[src/rtl/smte_pkg.sv]
// Shared types, codes and constants for the stage move time estimator.
// No dependencies; imported by every module of the block.
`timescale 1ns / 1ps
package smte_pkg;

	// Result status codes
	typedef enum logic [2:0] {
		ST_MOVED     = 3'd0,
		ST_ALREADY   = 3'd1,
		ST_NOT_CONN  = 3'd2,
		ST_NOT_EN    = 3'd3,
		ST_NOT_HOMED = 3'd4,
		ST_HOMED     = 3'd5
	} status_t;

	// Configuration register indexes
	localparam logic [2:0] CFG_CONNECTED = 3'd0;
	localparam logic [2:0] CFG_ENABLED   = 3'd1;
	localparam logic [2:0] CFG_VELOCITY  = 3'd2;
	localparam logic [2:0] CFG_ACCEL     = 3'd3;
	localparam logic [2:0] CFG_MIN_POS   = 3'd4;
	localparam logic [2:0] CFG_MAX_POS   = 3'd5;

	// Input kind codes
	localparam logic KIND_MOVE = 1'b0;
	localparam logic KIND_HOME = 1'b1;

	// Shared multiplier operand selection
	typedef enum logic [1:0] {
		MUL_DA = 2'd0,
		MUL_VV = 2'd1,
		MUL_VA = 2'd2,
		MUL_KD = 2'd3
	} mul_sel_t;

	// Divider and square root sizes
	localparam int DVD_W      = 77;
	localparam int DEN_W      = 65;
	localparam int SQ_W       = 56;
	localparam int DIV_STEPS  = DVD_W;
	localparam int SQRT_STEPS = SQ_W / 2;
	localparam int CNT_W      = 7;

	// 16e6 scales d/a so that its root gives twice the time in ms
	localparam logic [31:0] SQ_SCALE = 32'd16000000;

	// Controller states
	typedef enum logic [10:0] {
		S_IDLE   = 11'b000_0000_0001,
		S_CHECK  = 11'b000_0000_0010,
		S_MDA    = 11'b000_0000_0100,
		S_MVV    = 11'b000_0000_1000,
		S_MVA    = 11'b000_0001_0000,
		S_MKD    = 11'b000_0010_0000,
		S_PREP   = 11'b000_0100_0000,
		S_DIV    = 11'b000_1000_0000,
		S_SQINIT = 11'b001_0000_0000,
		S_SQRT   = 11'b010_0000_0000,
		S_FIN    = 11'b100_0000_0000
	} state_t;

	// Commands from controller to datapath
	typedef struct packed {
		logic     load;
		logic     mul_en;
		mul_sel_t mul_sel;
		logic     latch_short;
		logic     div_init;
		logic     div_step;
		logic     sq_init;
		logic     sq_step;
		logic     fin;
		logic     out_load;
	} cmd_t;

	// Status from datapath to controller
	typedef struct packed {
		logic need_time;
		logic short_move;
		logic out_free;
	} sts_t;

endpackage

[src/rtl/smte_ctrl.sv]
// Controller state machine of the stage move time estimator.
// Depends on smte_pkg; sequences the datapath in smte_dp.
`timescale 1ns / 1ps
module smte_ctrl import smte_pkg::*; (
	input  logic clk,
	input  logic arst_n,
	input  logic in_valid,
	output logic in_stall,
	input  sts_t sts,
	output cmd_t cmd
);

	state_t            state_q, state_d;
	logic [CNT_W-1:0]  cnt_q, cnt_d;
	logic              done_q, done_d;

	// Advance state and step counter
	always_ff @(posedge clk or negedge arst_n) begin
		if (!arst_n) begin
			state_q <= S_IDLE;
			cnt_q   <= '0;
			done_q  <= 1'b0;
		end else begin
			state_q <= state_d;
			cnt_q   <= cnt_d;
			done_q  <= done_d;
		end
	end

	assign in_stall = (state_q != S_IDLE) || done_q;

	// Next state and commands
	always_comb begin
		state_d = state_q;
		cnt_d   = cnt_q;
		done_d  = done_q;
		cmd     = '0;
		cmd.mul_sel = MUL_DA;
		if (done_q) begin
			// hold until the output register is free
			if (sts.out_free) begin
				cmd.out_load = 1'b1;
				done_d       = 1'b0;
			end
		end else begin
			unique case (state_q)
				S_IDLE: begin
					if (in_valid) begin
						cmd.load = 1'b1;
						state_d  = S_CHECK;
					end
				end
				S_CHECK: begin
					if (sts.need_time) begin
						state_d = S_MDA;
					end else begin
						done_d  = 1'b1;
						state_d = S_IDLE;
					end
				end
				S_MDA: begin
					cmd.mul_en  = 1'b1;
					cmd.mul_sel = MUL_DA;
					state_d     = S_MVV;
				end
				S_MVV: begin
					cmd.mul_en  = 1'b1;
					cmd.mul_sel = MUL_VV;
					state_d     = S_MVA;
				end
				S_MVA: begin
					cmd.mul_en      = 1'b1;
					cmd.mul_sel     = MUL_VA;
					cmd.latch_short = 1'b1;
					state_d         = S_MKD;
				end
				S_MKD: begin
					// short move needs 16e6*d as dividend
					cmd.mul_en  = sts.short_move;
					cmd.mul_sel = MUL_KD;
					state_d     = S_PREP;
				end
				S_PREP: begin
					cmd.div_init = 1'b1;
					cnt_d        = CNT_W'(DIV_STEPS - 1);
					state_d      = S_DIV;
				end
				S_DIV: begin
					cmd.div_step = 1'b1;
					cnt_d        = cnt_q - 1'b1;
					if (cnt_q == '0) begin
						state_d = sts.short_move ? S_SQINIT : S_FIN;
					end
				end
				S_SQINIT: begin
					cmd.sq_init = 1'b1;
					cnt_d       = CNT_W'(SQRT_STEPS - 1);
					state_d     = S_SQRT;
				end
				S_SQRT: begin
					cmd.sq_step = 1'b1;
					cnt_d       = cnt_q - 1'b1;
					if (cnt_q == '0) begin
						state_d = S_FIN;
					end
				end
				S_FIN: begin
					cmd.fin = 1'b1;
					done_d  = 1'b1;
					state_d = S_IDLE;
				end
				default: begin
					state_d = S_IDLE;
				end
			endcase
		end
	end

endmodule

[config.mk]
export PLATFORM = sky130hd
export DESIGN_NAME = smte_ctrl
export DESIGN_NICKNAME = d
export VERILOG_FILES = /design/src/rtl/smte_pkg.sv /design/src/rtl/smte_ctrl.sv
export SDC_FILE = /design/constraint.sdc
export NUM_CORES = 1
export LEC_CHECK = 0
export BUFFER_PORTS_ARGS = -buffer_cell sky130_fd_sc_hd__buf_4
export CAP_MARGIN = 10
export CORE_MARGIN = 8
export CORE_UTILIZATION = 50
export CTS_CLUSTER_DIAMETER = 100
export DETAILED_ROUTE_END_ITERATION = 12
export PLACE_DENSITY = 0.76
export SKIP_CTS_REPAIR_TIMING = 1
export SLEW_MARGIN = 10
export SYNTH_ARGS = -nofsm -noshare
export SYNTH_HDL_FRONTEND = slang
export SYNTH_SLANG_ARGS = --single-unit
[constraint.sdc]
create_clock -name clk -period 4.4 [get_ports clk]
set_input_delay 0.44 -clock clk [delete_from_list [all_inputs] [get_ports clk]]
set_output_delay 0.44 -clock clk [all_outputs]
set_load 0.05 [all_outputs]
# Yosys cells after proc, flatten, opt, wreduce, memory -nomap -nowiden
# Index checks and enable logic that the tools add are counted.
totals:
  regBits: 19
  output_inout_bits: 12
  elab_cells: 49
classes:
  n_reduce_logical: 6
  n_eq_ne: 15
  n_mux: 23
  n_bitwise: 1
  add_sub_neg: 1
ops:
  columns: ["cell", "n"]
  rows:
  - ["one-hot mux 11 bit (10 select lines)", 1]
  - ["two-way mux 11 bit", 4]
  - ["one-hot mux 7 bit (3 select lines)", 1]
  - ["two-way mux 1 bit", 13]
  - ["one-hot mux 3 bit (4 select lines)", 1]
  - ["equality test 11 x 1 -> 1 bit (second input constant)", 1]
  - ["equality test 11 x 10 -> 1 bit (second input constant)", 1]
  - ["equality test 11 bit (second input constant)", 1]
  - ["equality test 11 x 2 -> 1 bit (second input constant)", 1]
  - ["equality test 11 x 3 -> 1 bit (second input constant)", 1]
  - ["equality test 11 x 4 -> 1 bit (second input constant)", 1]
  - ["equality test 11 x 5 -> 1 bit (second input constant)", 1]
  - ["equality test 11 x 6 -> 1 bit (second input constant)", 1]
  - ["equality test 11 x 7 -> 1 bit (second input constant)", 1]
  - ["equality test 11 x 8 -> 1 bit (second input constant)", 1]
  - ["equality test 11 x 9 -> 1 bit (second input constant)", 1]
  - ["!= test 11 x 1 -> 1 bit (second input constant)", 1]
  - ["two-way mux 10 bit", 1]
  - ["zero test 7 bit", 1]
  - ["subtractor 7 x 1 -> 7 bit (second input constant)", 1]
  - ["!= test 2 bit (second input constant)", 3]
  - ["AND reduction 4 bit", 1]
  - ["two-way mux 3 bit", 1]
  - ["nonzero test 3 bit", 1]
  - ["5 further kinds", 5]

# Depth between registers and ports, before layout
logic_depth:
  depth_word: 4
  ltp_mapped: 7
  ltp_nobuf: 7

# Worst setup path after synthesis
# Ideal clock, no wire load.
synth_path:
  path_kind: "register -> output"
  startpoint: "register state_q[10]"
  endpoint: "output port cmd[8] (netlist bit)"
  required_ns: 3.960
  n_path_buf: 1
  path_stages_with_launch: 5
  t_arrival_ns: 3.467
  setup_slack_ns: 0.493
  path_cell_list: "dfrtp_1 clkbuf_1 nor3_1 nand2_1 a2111oi_0"
synth_rtl:
  columns: ["element", "line", "source"]
  rows:
  - ["start: declaration", "smte_ctrl.sv:13", "state_t state_q, state_d;"]
  - ["start signal: assignment", "smte_ctrl.sv:24", "state_q <= state_d;"]
  - ["end: declaration", "smte_ctrl.sv:10", "output cmd_t cmd"]

==> out/summary.json <==
{
  "number_of_buffers_created_by_cts": {"value": 3},
  "place.gp.congestion": {"value": 0.871},
  "timing.final.hold_violations": {"value": 0},
  "timing.max_slew.rel_slack": {"value": 0.468},
  "die_width": {"value": 66.1, "unit": "um"},
  "insertion_delay": {"value": 0.30, "unit": "ns"},
  "timing.critical_path.fanout_max": {"value": 8},
  "cts_buffer_depth": {"value": 2},
  "grt_pass1_wl": {"value": 5.10, "unit": "mm"},
  "top_cells_by_area_synth": {"value": "sky130_fd_sc_hd__dfrtp_1 (36%), sky130_fd_sc_hd__nor2_1 (4.8%), sky130_fd_sc_hd__nand4_1 (4.0%)"},
  "die-area": {"value": 4370, "unit": "sq um"},
  "area_delta_synth_final": {"value": 13.2, "unit": "%"},
  "clock-skew-final": {"value": 0.00906, "unit": "ns"},
  "postRouteAntennaNets": {"value": 0},
  "syn_area_per_cell": {"value": 8.60, "unit": "sq um"},
  "routed_wirelength": {"value": 3.09, "unit": "mm"},
  "cts_root_buf": {"value": "sky130_fd_sc_hd__clkbuf_4"},
  "share_of_flip_flops_with_an_asynchronous_set_or_reset": {"value": 1.00},
  "max_cap_viol_count": {"value": 0},
  "layout_commonest_cell": {"value": "sky130_fd_sc_hd__dfrtp_1"},
  "synth_edf_count": {"value": 0},
  "timing.critical_path.required": {"value": 3.96, "unit": "ns"},
  "dr.first_iter.drc_count": {"value": 90},
  "period_needed": {"value": 3.11, "unit": "ns"},
  "grt_overflow": {"value": 0},
  "clkSlewWorstSetupHoldPaths": {"value": 0.12, "unit": "ns"},
  "timing.fmax": {"value": 322, "unit": "MHz"},
  "post-route-drc-count": {"value": 0},
  "number_of_antenna_violations_at_the_first_check_in_global_routing": {"value": 0},
  "tns_setup": {"value": 0, "unit": "ns"},
  "met3_layer_wire_length_in_the_routed_design": {"value": 133, "unit": "um"},
  "layout_worst_path_cycle_share": {"value": 0.706},
  "grtUsageTotal": {"value": 0.144},
  "die_height": {"value": 66.1, "unit": "um"},
  "top_layer_used": {"value": "met4"},
  "most-common-layout-cells": {"value": "sky130_fd_sc_hd__dfrtp_1 (18), sky130_fd_sc_hd__buf_4 (17), sky130_fd_sc_hd__nor2_1 (16)"},
  "route.met2.wl": {"value": 1.59, "unit": "mm"},
  "io_buffer_count": {"value": 17},
  "dpl_worst_slack": {"value": 1.60, "unit": "ns"},
  "yosys_warnings": {"value": 0},
  "nets": {"value": 168},
  "dr_total_vias": {"value": 1160},
  "initial_utilization": {"value": 0.516},
  "cp_capture_type": {"value": "output pin"},
  "filler_cell_count": {"value": 222},
  "vdd.ir_drop.worst": {"value": 0.303, "unit": "mV"},
  "synth_top_flop_cell": {"value": "sky130_fd_sc_hd__dfrtp_1"},
  "synth_area": {"value": 1260, "unit": "sq um"},
  "ys_seq_area_frac": {"value": 0.379},
  "n_antenna_cell": {"value": 0},
  "synth_top_area_cell": {"value": "sky130_fd_sc_hd__dfrtp_1"},
  "mappedNetlistNets": {"value": 154},
  "m1WireLength": {"value": 1.35, "unit": "mm"},
  "tritoncts": {"value": "yes"},
  "final-max-slew-violation-count": {"value": 0},
  "run_status": {"value": "completed"},
  "postSynthCellCount": {"value": 146},
  "detail_route.first_pass.iterations": {"value": 4},
  "hp-class": {"value": "in2reg"},
  "critical_path_type": {"value": "reg2out"},
  "worst_ep_arrival_time": {"value": 2.67, "unit": "ns"},
  "synth_top_area_share": {"value": 0.359},
  "numClockSinks": {"value": 19},
  "cellPowerDensity": {"value": 442, "unit": "nW/um^2"},
  "hpwl": {"value": 2.21, "unit": "mm"},
  "p_leak": {"value": 0.667, "unit": "nW"},
  "grt_max_degree": {"value": 20},
  "synth.lib_cells_used.distinct": {"value": 44},
  "ioPinCount": {"value": 18},
  "postSynthRegisterBits": {"value": 19},
  "core.rowCount": {"value": 18},
  "worst-slew-pin-transition": {"value": 0.791, "unit": "ns"},
  "placeableCoreArea": {"value": 2430, "unit": "sq um"},
  "grt_pass1_vias": {"value": 1117},
  "avgRoutedWirePerCell": {"value": 16.3, "unit": "um"},
  "h-tree-depth": {"value": 1},
  "unrepaired_setup_endpoints_after_global_routing": {"value": "no"},
  "crit_path_start_kind": {"value": "flop"},
  "final.setup.worst_slack": {"value": 1.29, "unit": "ns"},
  "vias_per_cell": {"value": 6.14},
  "setup_violations": {"value": 0},
  "layout-drive-gt1-share": {"value": 0.189}
}
==> metal layers <==
layer / vias to the layer above / global-route usage
met5: - / 0
met4: 0 / 0.0453
met3: 2 / 0.0288
met2: 33 / 0.255
met1: 563 / 0.170
li1: 562 / -
==> kinds of logic after synthesis <==
logic type               after synthesis  synth area share
buffers and inverters                 16            0.0488
AO/OA/AOI/OAI                         37             0.200
adder cells (fa/ha/maj)                2            0.0199
XOR/XNOR                               3            0.0209
AND/OR/NAND/NOR                       67             0.314
multiplexers                           2            0.0169
flip-flops                            19             0.379
==> layout make-up <==
type                       instances  area (sq um)  area share
timing repair buffer              18           138      0.0967
multi-input combinational        111           718       0.505
inverter                           7          26.3      0.0185
clock buffer                       4          26.3      0.0185
tap                               30          37.5      0.0264
sequential                        19           477       0.335
==> worst max-delay path: stages, from the launching register on <==
cell	delay, ns
sky130_fd_sc_hd__dfrtp_1	0.51
sky130_fd_sc_hd__nor3_1	0.55
sky130_fd_sc_hd__nand2_1	0.20
sky130_fd_sc_hd__or4b_2	0.69
sky130_fd_sc_hd__o21a_1	0.13
sky130_fd_sc_hd__nor2_1	0.08
sky130_fd_sc_hd__buf_4	0.21
==> synth_stat cells (2+ instances only) <==
library cell                n
sky130_fd_sc_hd__a21o_1     5
sky130_fd_sc_hd__a21oi_1    8
sky130_fd_sc_hd__a31oi_1    3
sky130_fd_sc_hd__and2_1     2
sky130_fd_sc_hd__clkbuf_1   8
sky130_fd_sc_hd__dfrtp_1   18
sky130_fd_sc_hd__ha_1       2
sky130_fd_sc_hd__inv_1      7
sky130_fd_sc_hd__nand2_1    9
sky130_fd_sc_hd__nand2b_1   3
sky130_fd_sc_hd__nand4_1    8
sky130_fd_sc_hd__nor2_1    16
sky130_fd_sc_hd__nor2b_1    4
sky130_fd_sc_hd__nor3_1     3
sky130_fd_sc_hd__nor3b_1    2
sky130_fd_sc_hd__nor4_1     4
sky130_fd_sc_hd__nor4b_1    3
sky130_fd_sc_hd__o21a_1     2
sky130_fd_sc_hd__o21ai_0    8
sky130_fd_sc_hd__or2_2      3
sky130_fd_sc_hd__or3_1      3
sky130_fd_sc_hd__xor2_1     3
==> through the flow <==
step	utilization	instances	area, sq um	power [mW]	hold WS (ns)
after floorplan	-	146	1260	0.467	0.144
final	0.585	189	1420	0.628	0.422
after global routing	0.585	189	1420	0.674	0.418
after detailed placement	0.570	184	1390	0.540	0.329
after CTS	0.581	188	1410	0.632	-0.00369
after global placement	0.570	184	1390	0.535	0.330
==> path summary, 6_finish.rpt <==
path                              from          end  slack, ns  cells past startpoint
min                             sts[2]   state_q[2]       0.42                      3
max                        state_q[10]       cmd[9]       1.29                      6
min in group asynchronous       arst_n   state_q[2]       0.54                      2
max in group asynchronous       arst_n   state_q[0]       3.60                      2
min reg2reg                 state_q[0]   state_q[0]       0.52                      2
max reg2reg                 state_q[2]  state_q[10]       1.59                      4
==> registers in the layout, summed over array words and instances, names as in the netlist <==
name and count:
cnt_q 7, done_q 1, state_q 11
==> report_power, final <==
group	switching [mW]	internal (mW)	total [mW]
Sequential	0.0497	0.199	0.249
Combinational	0.187	0.102	0.290
Clock	0.0546	0.0353	0.0899
Power figures use the tool's default switching activity.
